File: src/irphc_pkg.sv
// Shared widths, codes and types of the IR proximity hysteresis classifier.
package irphc_pkg;

  localparam int SAMPLE_W     = 10;
  localparam int LEVEL_W      = 2;
  localparam int REG10_W      = 10;
  localparam int REG16_W      = 16;
  localparam int CFG_W        = 16;
  localparam int CFG_IDX_W    = 3;
  localparam int AVG_COUNT_DEF = 8;

  // Only the low SAMPLE_BITS of a reading are kept.
  localparam int SAMPLE_BITS  = 10;
  localparam int DATA_W       = (SAMPLE_BITS < SAMPLE_W) ? SAMPLE_BITS : SAMPLE_W;

  localparam logic [CFG_IDX_W-1:0] CFG_BASELINE    = 3'd0;
  localparam logic [CFG_IDX_W-1:0] CFG_CLOSE_MARGIN = 3'd1;
  localparam logic [CFG_IDX_W-1:0] CFG_NEAR_MARGIN = 3'd2;
  localparam logic [CFG_IDX_W-1:0] CFG_NEAR_REL    = 3'd3;
  localparam logic [CFG_IDX_W-1:0] CFG_CLOSE_REL   = 3'd4;
  localparam logic [CFG_IDX_W-1:0] CFG_NEAR_SETTLE = 3'd5;
  localparam logic [CFG_IDX_W-1:0] CFG_CLOSE_SETTLE = 3'd6;

  localparam logic [REG10_W-1:0] BASELINE_RST = 10'd1023;

  typedef enum logic [LEVEL_W-1:0] {
    LVL_NONE  = 2'd0,
    LVL_NEAR  = 2'd1,
    LVL_CLOSE = 2'd2
  } level_t;

endpackage

File: src/irphc_in_if.sv
// Sample channel: valid/ready handshake carrying one raw sensor reading.
interface irphc_in_if;
  logic                          valid;
  logic                          ready;
  logic [irphc_pkg::SAMPLE_W-1:0] sample;

  modport source (output valid, output sample, input ready);
  modport sink   (input valid, input sample, output ready);
endinterface

File: src/irphc_out_if.sv
// Result channel: valid/ready handshake carrying one classification item.
interface irphc_out_if;
  logic                          valid;
  logic                          ready;
  logic [irphc_pkg::LEVEL_W-1:0] level;
  logic [irphc_pkg::REG10_W-1:0] averaged_value;
  logic [irphc_pkg::REG10_W-1:0] block_index;

  modport source (output valid, output level, output averaged_value, output block_index,
                  input ready);
  modport sink   (input valid, input level, input averaged_value, input block_index,
                  output ready);
endinterface

File: src/ir_proximity_hysteresis_classifier.sv
// Three-level IR proximity classifier with release hysteresis and settle/confirm.
// Throughput: one sample per cycle unless back-pressure on out fills the pipeline;
//   in.ready drops in the cycle after each cfg write while the scaled thresholds reload.
// Pipeline: a group's last sample passes the decision, reciprocal multiply and
//   result registers in that order before its result is valid on out; the result
//   register frees the input.
// Reset (synchronous, rst_n low): registers to their defaults, level none,
//   normal averaging, accumulator and counters cleared, pipeline empty.
module ir_proximity_hysteresis_classifier #(
  parameter int AVG_COUNT = irphc_pkg::AVG_COUNT_DEF
) (
  input  logic                           clk,
  input  logic                           rst_n,
  irphc_in_if.sink                       in_ch,
  irphc_out_if.source                    out_ch,
  input  logic                           cfg_we,
  input  logic [irphc_pkg::CFG_IDX_W-1:0] cfg_idx,
  input  logic [irphc_pkg::CFG_W-1:0]     cfg_wdata
);
  import irphc_pkg::*;

  localparam int CLOG   = $clog2(AVG_COUNT);
  localparam int CNTW   = (CLOG > 0) ? CLOG : 1;
  localparam int SUMW   = DATA_W + CLOG;
  localparam int TW     = SUMW + 3;
  localparam int MW     = SUMW + 2;
  localparam int PW     = SUMW + MW;
  localparam int DIV_SH = SUMW + CLOG;
  localparam longint unsigned RECIP_L =
    ((64'd1 << DIV_SH) + longint'(AVG_COUNT) - 64'd1) / longint'(AVG_COUNT);
  localparam logic [MW-1:0]   RECIP    = MW'(RECIP_L);
  localparam logic [CNTW-1:0] CNT_LAST = CNTW'(AVG_COUNT - 1);

  typedef enum logic [1:0] {
    PH_NORMAL  = 2'd0,
    PH_SETTLE  = 2'd1,
    PH_CONFIRM = 2'd2
  } phase_t;

  // configuration registers
  logic [REG10_W-1:0] base_r, cmargin_r, nmargin_r, nrel_off_r, crel_off_r;
  logic [REG16_W-1:0] nsettle_r, csettle_r;
  logic               cfg_hold_r;

  // thresholds scaled by AVG_COUNT, compared against the raw group sum
  logic signed [TW-1:0] cthr_s_r, nthr_s_r, nrel_s_r, crel_s_r;
  logic signed [TW-1:0] cthr_s_nxt, nthr_s_nxt, nrel_s_nxt, crel_s_nxt;
  logic signed [11:0]   cthr, nthr, nrel, crel;
  logic signed [TW-1:0] navg;

  // classifier state
  logic [SUMW-1:0]    sum_r;
  logic [CNTW-1:0]    cnt_r;
  level_t             lvl_r;
  phase_t             phase_r;
  logic [REG16_W-1:0] settle_r;
  logic               pend_close_r;

  // pipeline
  logic               v1_r, v2_r, ov_r;
  level_t             lvl1_r, lvl2_r, olvl_r;
  logic [SUMW-1:0]    sum1_r;
  logic [PW-1:0]      prod2_r;
  logic [REG10_W-1:0] oavg_r, oidx_r;

  logic               acc, ld_out, free2, free1, mv1, mv2;
  logic [SUMW-1:0]    sum_new;
  logic signed [TW-1:0] sum_sx;
  logic               grp_done, ge_nrel, ge_crel, lt_cthr, lt_nthr;
  logic               emit, start, start_close;
  level_t             lvl_dec;
  logic [REG16_W-1:0] settle_load, settle_dec;
  logic [DATA_W-1:0]  avg2;
  logic signed [REG10_W+1:0] idx_full;

  // handshake and stage movement
  assign ld_out = !ov_r || out_ch.ready;
  assign mv2    = v2_r && ld_out;
  assign free2  = !v2_r || ld_out;
  assign mv1    = v1_r && free2;
  assign free1  = !v1_r || free2;
  assign in_ch.ready = free1 && !cfg_hold_r;
  assign acc    = in_ch.valid && in_ch.ready;

  // thresholds, all signed
  always_comb begin
    cthr = $signed({2'b00, base_r}) - $signed({2'b00, cmargin_r});
    nthr = $signed({2'b00, base_r}) - $signed({2'b00, nmargin_r});
    nrel = nthr + $signed({2'b00, nrel_off_r});
    crel = cthr + $signed({2'b00, crel_off_r});
    navg = TW'(AVG_COUNT);
    cthr_s_nxt = TW'(cthr) * navg;
    nthr_s_nxt = TW'(nthr) * navg;
    nrel_s_nxt = TW'(nrel) * navg;
    crel_s_nxt = TW'(crel) * navg;
  end

  assign sum_new  = sum_r + SUMW'(in_ch.sample[DATA_W-1:0]);
  assign sum_sx   = $signed(TW'(sum_new));
  assign grp_done = (cnt_r == CNT_LAST);
  assign ge_nrel  = (sum_sx >= nrel_s_r);
  assign ge_crel  = (sum_sx >= crel_s_r);
  assign lt_cthr  = (sum_sx < cthr_s_r);
  assign lt_nthr  = (sum_sx < nthr_s_r);

  // decision for a completed group
  always_comb begin
    emit        = 1'b0;
    start       = 1'b0;
    start_close = 1'b0;
    lvl_dec     = lvl_r;
    if (phase_r != PH_SETTLE && grp_done) begin
      if (phase_r == PH_CONFIRM) begin
        emit = 1'b1;
        priority if (pend_close_r) lvl_dec = ge_crel ? LVL_NEAR : LVL_CLOSE;
        else if (ge_nrel)          lvl_dec = LVL_NONE;
        else if (lt_cthr)          lvl_dec = LVL_CLOSE;
        else                       lvl_dec = LVL_NEAR;
      end else begin
        case (lvl_r)
          LVL_CLOSE: begin
            if (ge_crel) begin
              start       = 1'b1;
              start_close = 1'b1;
            end else begin
              emit    = 1'b1;
              lvl_dec = LVL_CLOSE;
            end
          end
          LVL_NEAR: begin
            priority if (lt_cthr) begin
              emit    = 1'b1;
              lvl_dec = LVL_CLOSE;
            end else if (ge_nrel) begin
              start = 1'b1;
            end else begin
              emit    = 1'b1;
              lvl_dec = LVL_NEAR;
            end
          end
          default: begin
            emit = 1'b1;
            priority if (lt_cthr) lvl_dec = LVL_CLOSE;
            else if (lt_nthr)     lvl_dec = LVL_NEAR;
            else                  lvl_dec = LVL_NONE;
          end
        endcase
      end
    end
  end

  assign settle_load = start_close ? csettle_r : nsettle_r;
  assign settle_dec  = (settle_r != '0) ? settle_r - 16'd1 : settle_r;

  // control state, configuration and pipeline valids
  always_ff @(posedge clk) begin
    if (!rst_n) begin
      base_r       <= BASELINE_RST;
      cmargin_r    <= '0;
      nmargin_r    <= '0;
      nrel_off_r   <= '0;
      crel_off_r   <= '0;
      nsettle_r    <= '0;
      csettle_r    <= '0;
      cfg_hold_r   <= 1'b1;
      sum_r        <= '0;
      cnt_r        <= '0;
      lvl_r        <= LVL_NONE;
      phase_r      <= PH_NORMAL;
      settle_r     <= '0;
      pend_close_r <= 1'b0;
      v1_r         <= 1'b0;
      v2_r         <= 1'b0;
      ov_r         <= 1'b0;
    end else begin
      cfg_hold_r <= cfg_we;
      if (cfg_we) begin
        unique case (cfg_idx)
          CFG_BASELINE:     base_r     <= cfg_wdata[REG10_W-1:0];
          CFG_CLOSE_MARGIN: cmargin_r  <= cfg_wdata[REG10_W-1:0];
          CFG_NEAR_MARGIN:  nmargin_r  <= cfg_wdata[REG10_W-1:0];
          CFG_NEAR_REL:     nrel_off_r <= cfg_wdata[REG10_W-1:0];
          CFG_CLOSE_REL:    crel_off_r <= cfg_wdata[REG10_W-1:0];
          CFG_NEAR_SETTLE:  nsettle_r  <= cfg_wdata[REG16_W-1:0];
          CFG_CLOSE_SETTLE: csettle_r  <= cfg_wdata[REG16_W-1:0];
          default: ;
        endcase
      end

      if (acc) begin
        if (phase_r == PH_SETTLE) begin
          // drop the sample, count down the settle window
          settle_r <= settle_dec;
          if (settle_dec == '0) phase_r <= PH_CONFIRM;
        end else begin
          sum_r <= grp_done ? '0 : sum_new;
          cnt_r <= grp_done ? '0 : cnt_r + CNTW'(1);
          if (grp_done) begin
            if (start) begin
              pend_close_r <= start_close;
              settle_r     <= settle_load;
              phase_r      <= (settle_load == '0) ? PH_CONFIRM : PH_SETTLE;
            end else begin
              phase_r <= PH_NORMAL;
            end
            if (emit) lvl_r <= lvl_dec;
          end
        end
      end

      v1_r <= (acc && emit) || (v1_r && !free2);
      v2_r <= mv1 || (v2_r && !ld_out);
      ov_r <= mv2 || (ov_r && !out_ch.ready);
    end
  end

  assign avg2     = prod2_r[DIV_SH +: DATA_W];
  assign idx_full = $signed({2'b00, base_r}) - $signed({2'b00, REG10_W'(avg2)});

  // payload: thresholds and pipeline data
  always_ff @(posedge clk) begin
    cthr_s_r <= cthr_s_nxt;
    nthr_s_r <= nthr_s_nxt;
    nrel_s_r <= nrel_s_nxt;
    crel_s_r <= crel_s_nxt;
    if (acc && emit) begin
      lvl1_r <= lvl_dec;
      sum1_r <= sum_new;
    end
    if (mv1) begin
      lvl2_r  <= lvl1_r;
      prod2_r <= PW'(sum1_r) * PW'(RECIP);
    end
    if (mv2) begin
      olvl_r <= lvl2_r;
      oavg_r <= REG10_W'(avg2);
      oidx_r <= idx_full[REG10_W+1] ? '0 : idx_full[REG10_W-1:0];
    end
  end

  assign out_ch.valid          = ov_r;
  assign out_ch.level          = olvl_r;
  assign out_ch.averaged_value = oavg_r;
  assign out_ch.block_index    = oidx_r;

  a_cfg_hold: assert property (@(posedge clk) disable iff (!rst_n)
    cfg_we |=> !in_ch.ready)
    else $error("sample taken while thresholds reload");

  a_settle_quiet: assert property (@(posedge clk) disable iff (!rst_n)
    (acc && phase_r == PH_SETTLE) |=> !v1_r)
    else $error("result produced from a settle sample");

  a_settle_cnt: assert property (@(posedge clk) disable iff (!rst_n)
    (phase_r == PH_SETTLE) |-> (settle_r != '0))
    else $error("settle phase with empty counter");

  a_grp_cnt: assert property (@(posedge clk) disable iff (!rst_n)
    cnt_r <= CNT_LAST)
    else $error("group counter past last sample");

endmodule

File: src/flat_wrapper.sv
// flat-port wrapper written by rule: the top's interface ports become plain ports
module ir_proximity_hysteresis_classifier_flat import irphc_pkg::*;
#(
  parameter int AVG_COUNT = irphc_pkg::AVG_COUNT_DEF
)
  (clk, rst_n, cfg_we, cfg_idx, cfg_wdata, in_ch_valid, in_ch_sample, in_ch_ready, out_ch_valid, out_ch_level, out_ch_averaged_value, out_ch_block_index, out_ch_ready);
  irphc_in_if in_ch_i ();
  irphc_out_if out_ch_i ();
  input  logic clk;
  input  logic rst_n;
  input  logic cfg_we;
  input  logic [irphc_pkg::CFG_IDX_W-1:0] cfg_idx;
  input  logic [irphc_pkg::CFG_W-1:0] cfg_wdata;
  input wire logic [$bits(in_ch_i.valid)-1:0] in_ch_valid;
  input wire logic [$bits(in_ch_i.sample)-1:0] in_ch_sample;
  output wire logic [$bits(in_ch_i.ready)-1:0] in_ch_ready;
  output wire logic [$bits(out_ch_i.valid)-1:0] out_ch_valid;
  output wire logic [$bits(out_ch_i.level)-1:0] out_ch_level;
  output wire logic [$bits(out_ch_i.averaged_value)-1:0] out_ch_averaged_value;
  output wire logic [$bits(out_ch_i.block_index)-1:0] out_ch_block_index;
  input wire logic [$bits(out_ch_i.ready)-1:0] out_ch_ready;
  assign in_ch_i.valid = in_ch_valid;
  assign in_ch_i.sample = in_ch_sample;
  assign in_ch_ready = in_ch_i.ready;
  assign out_ch_valid = out_ch_i.valid;
  assign out_ch_level = out_ch_i.level;
  assign out_ch_averaged_value = out_ch_i.averaged_value;
  assign out_ch_block_index = out_ch_i.block_index;
  assign out_ch_i.ready = out_ch_ready;
  ir_proximity_hysteresis_classifier #(.AVG_COUNT(AVG_COUNT)) u_core (.clk(clk), .rst_n(rst_n), .in_ch(in_ch_i), .out_ch(out_ch_i), .cfg_we(cfg_we), .cfg_idx(cfg_idx), .cfg_wdata(cfg_wdata));
endmodule
File: config.mk
export PLATFORM = sky130hd
export DESIGN_NAME = ir_proximity_hysteresis_classifier_flat
export DESIGN_NICKNAME = d
export VERILOG_FILES = /design/src/irphc_pkg.sv /design/src/irphc_in_if.sv /design/src/irphc_out_if.sv /design/src/ir_proximity_hysteresis_classifier.sv /design/src/flat_wrapper.sv
export SDC_FILE = /design/constraint.sdc
export NUM_CORES = 1
export LEC_CHECK = 0
export ABC_AREA = 1
export BUFFER_PORTS_ARGS = -buffer_cell sky130_fd_sc_hd__buf_2
export CORE_MARGIN = 2
export CORE_UTILIZATION = 64
export CTS_BUF_LIST = sky130_fd_sc_hd__clkbuf_4
export DETAILED_ROUTE_END_ITERATION = 8
export GPL_ROUTABILITY_DRIVEN = 0
export PLACE_DENSITY = 0.83
export SYNTH_ARGS = -nofsm -noshare
export SYNTH_HDL_FRONTEND = slang
export SYNTH_SLANG_ARGS = --single-unit
File: constraint.sdc
create_clock -name clk -period 4.2 [get_ports clk]
set_input_delay 0 -clock clk [delete_from_list [all_inputs] [get_ports clk]]
set_output_delay 0 -clock clk [all_outputs]
set_load 0.01 [all_outputs]
==> results.md <==
- Net Sw Frac: approximately 29%
- Die width: 138 um
- Initial antenna violation count: 0
- Largest net degree at the start of global routing: 94
- CTS tree: done
- Worst setup EP type: register
- Endpoints failing hold: 0
- H-tree depth: 2
- Tot GR Track Use: between 20% and 30%
- Yosys warns: 0
- Die ar.: 19,200 um2
- Peak supply drop: 0.301 mV
- Logic pwr share: 15.7%
- RSZ-0062 raised after global routing: yes
- Num CTS Buffers: 54
- Reg clk slew, reported paths: 0.07 ns
- Area grow syn2layout: 14.2%
- Ys async rst share: 0%
- Final std cells w/o fill: 1,891
- Slew Viols, Final: 0
- Post-layout min period: 3.92 ns
- Crit share post-route: 93.3%
- Fill count: roughly 1,300
- Vias: 10,512
- Mapped cell area: 11,600 um2
- TritonCTS sink count: 215
- Drt drc: 0
- Core box area: ~18,000 um2
- Final Power: 4.79 mW
- Outcome: complete, no violations
- Initial DRT Pass Iterations: 6
- Mapped Avg Cell Area: around 7.7 um2
- Wire length of the first global-routing pass: around 47,000 um
- CP Buf/Inv Count: 3
- Setup Crit Path Kind: reg -> reg
- Crit-path most repeated cell: nand2_1
- Number of port buffers: 57
- CP max stage delay: 0.37 ns
- Root Buffer: clkbuf_4
- Antenna diode count: 0
- WL final: 29,000 um
- Routed WL per cell: approximately 15 um
- Mapped Nets: 1,639
- Slew HR: 23.9%
- Register-to-register setup slack: 0.28 ns
- Clock latency on the worst-skew pair: 0.69 ns
- LEAKAGE: 6.51 nW
- Most common cell after layout, fill and taps aside: nand2_1
- Post-synth EDFFs: 46
- Post-Syn Instances: 1,494
- IO Count: 58
- Placed instance count: 1,752
- Vias/cell: about 5.6
- Grt total ovfl: 0
- Maximum root-to-sink buffer count: 3
- Hpwl dp: just over 20,000 um
- Crit path DAT: 4.52 ns
- Clock Power Share: between 30 and 40%
- Actual slew at the worst max-slew pin: approximately 1.1 ns
- Internal power: 3.42 mW
- Number of global-route vias before repair: 10,116
- Critical path required time: slightly below 5 ns
- Cell Pwr Density: 363 nW/um2
- Worst-path maximum fanout: 9
- Cell with the largest stage delay on the worst path: fa_1
- Placement Rows: 49
- Synth Flop Type: dfxtp_1
- Max_cap viols: 0
- Min-delay worst type: in -> reg
- F_max: 255 MHz
- P_sw: 1.37 mW
- CP Launch Type: register
- Share of layout cells above drive strength 1: roughly an eighth
- Final Skew: about 0.046 ns
- Post-route ant nets: 0
- Sequential element share of the synthesized area: 41.2%
- Vert. Die Dim: 138 um
- Post-synthesis sequential element count: 215
- First-iteration detailed-routing DRC count: 934
- Initial Util: 64.8%
- Sequential share of power: 47.5%
- Synth cell types: 40
- Setup_tns: 0 ns
- Most frequent cells in the layout: 281 x nand2_1, 196 x inv_1, 193 x nor2_1, 168 x dfxtp_1, 126 x a21oi_1
- Delay-heaviest family, CP: simple AND/OR/NAND/NOR gates
- Final setup viols: 0
- Nets: around 1,800
-- tightest hold or removal path: cells and delay by family --
kind	cells	cell delay [ns]
and+or+nand+nor	2	0.19
buffers and inverters	2	0.45
-- layout make-up --
| type | instances | area (um2) | share of cell area [%] |
|---|---|---|---|
| Clock buffer | 84 | 631 | 4.77 |
| Clock inverter | 14 | 58.8 | 0.445 |
| Inverter | 204 | 766 | 5.80 |
| Multi-Input combinational cell | 1037 | 5910 | 44.7 |
| Sequential cell | 215 | 4770 | 36.1 |
| Tap cell | 229 | 287 | 2.17 |
| Timing Repair Buffer | 108 | 795 | 6.02 |
-- logic make-up after synthesis --
group | share of synthesized area [%]
buf+inv | 8.27
fa+ha+maj | 12.4
flops | 41.2
simple gates | 21.7
xor+xnor | 4.32
compound gates | 12.1
-- worst paths after layout --
kind | start | endpoint | cells past startpoint
setup / recovery | u_core.sum_r[0] | u_core.phase_r[1] | 28
hold / removal | rst_n | u_core.settle_r[8] | 4
setup reg to reg | u_core.sum_r[0] | u_core.phase_r[1] | 28
hold reg to reg | u_core.sum1_r[4] | u_core.prod2_r[17] | 0
-- repair_timing --
action                                  in CTS  in global routing
hold buffers                                36                  0
buffers inserted                             0                  3
endpoints found under the setup margin       0                 35
hold endpoints to repair                   118                  0
resized for setup                            0                 23
-- power by group through the flow --
stage / clock, mW / sequential, mW / combinational (mW)
final: 1.76 / 2.28 / 0.752
after global routing: 1.90 / 2.28 / 0.856
after CTS: 1.77 / 2.27 / 0.730
after detailed placement: 0 / 2.32 / 0.697
after global placement: 0 / 2.31 / 0.670
after floorplan: 0 / 2.30 / 0.507
-- cell usage after synthesis (2+ instances only) --
cell type | instances | area share, %
nand4_1 | 19 | 1.0
o21bai_1 | 4 | 0.26
nor3_1 | 14 | 0.61
or2_2 | 5 | 0.27
inv_1 | 198 | 6.4
nand3_2 | 2 | 0.17
a21oi_2 | 3 | 0.23
nor2_1 | 195 | 6.3
nand3_1 | 57 | 2.5
ha_1 | 105 | 11
a31oi_1 | 11 | 0.60
fa_1 | 6 | 1.0
buf_2 | 5 | 0.22
o211ai_1 | 5 | 0.32
dfxtp_1 | 169 | 29
nor2_4 | 3 | 0.29
edfxtp_1 | 46 | 12
and3_1 | 2 | 0.11
a21oi_1 | 128 | 5.5
clkbuf_1 | 28 | 0.91
o21ai_0 | 112 | 4.8
buf_6 | 5 | 0.49
xor2_1 | 39 | 3.0
nand2_2 | 9 | 0.49
nand2_1 | 284 | 9.2
nor2_2 | 5 | 0.27
xnor2_1 | 18 | 1.4
clkinv_1 | 3 | 0.097
inv_2 | 3 | 0.097
-- sequential cells by signal, summed over array words and instances (netlist names), 3 cells and up --
signal,flops
u_core.cnt_r,3
u_core.prod2_r,10
u_core.nsettle_r,16
u_core.crel_s_r,12
u_core.out_ch.block_index,10
u_core.nmargin_r,10
u_core.nrel_s_r,12
u_core.settle_r,16
u_core.sum_r,13
u_core.cmargin_r,10
u_core.base_r,10
u_core.crel_off_r,10
u_core.csettle_r,16
u_core.out_ch.averaged_value,10
u_core.cthr_s_r,11
u_core.nthr_s_r,11
u_core.nrel_off_r,10
u_core.sum1_r,10
-- per-stage QoR --
stage,setup slack [ns],area [um2],hold slack (ns),utilization (%)
6_report,0.282,13200,0.0312,74.0
5_1_grt,-0.0657,13200,0.0471,74.0
4_1_cts,0.00384,13100,0.00618,73.3
3_5_place_dp,-0.0000715,12000,0.244,67.4
3_3_place_gp,0.288,12000,0.242,67.4
2_1_floorplan,0.612,11600,0.0964,-
-- routing by layer --
metal  GRT usage (%)  vias up  wire, um
li1                -     5157         -
met2            50.5      464     13300
met4            13.7        0      1240
met1            37.7     4786     12200
met5               0        -         0
met3            4.99      105      2280
Power figures use the tool's default switching activity.
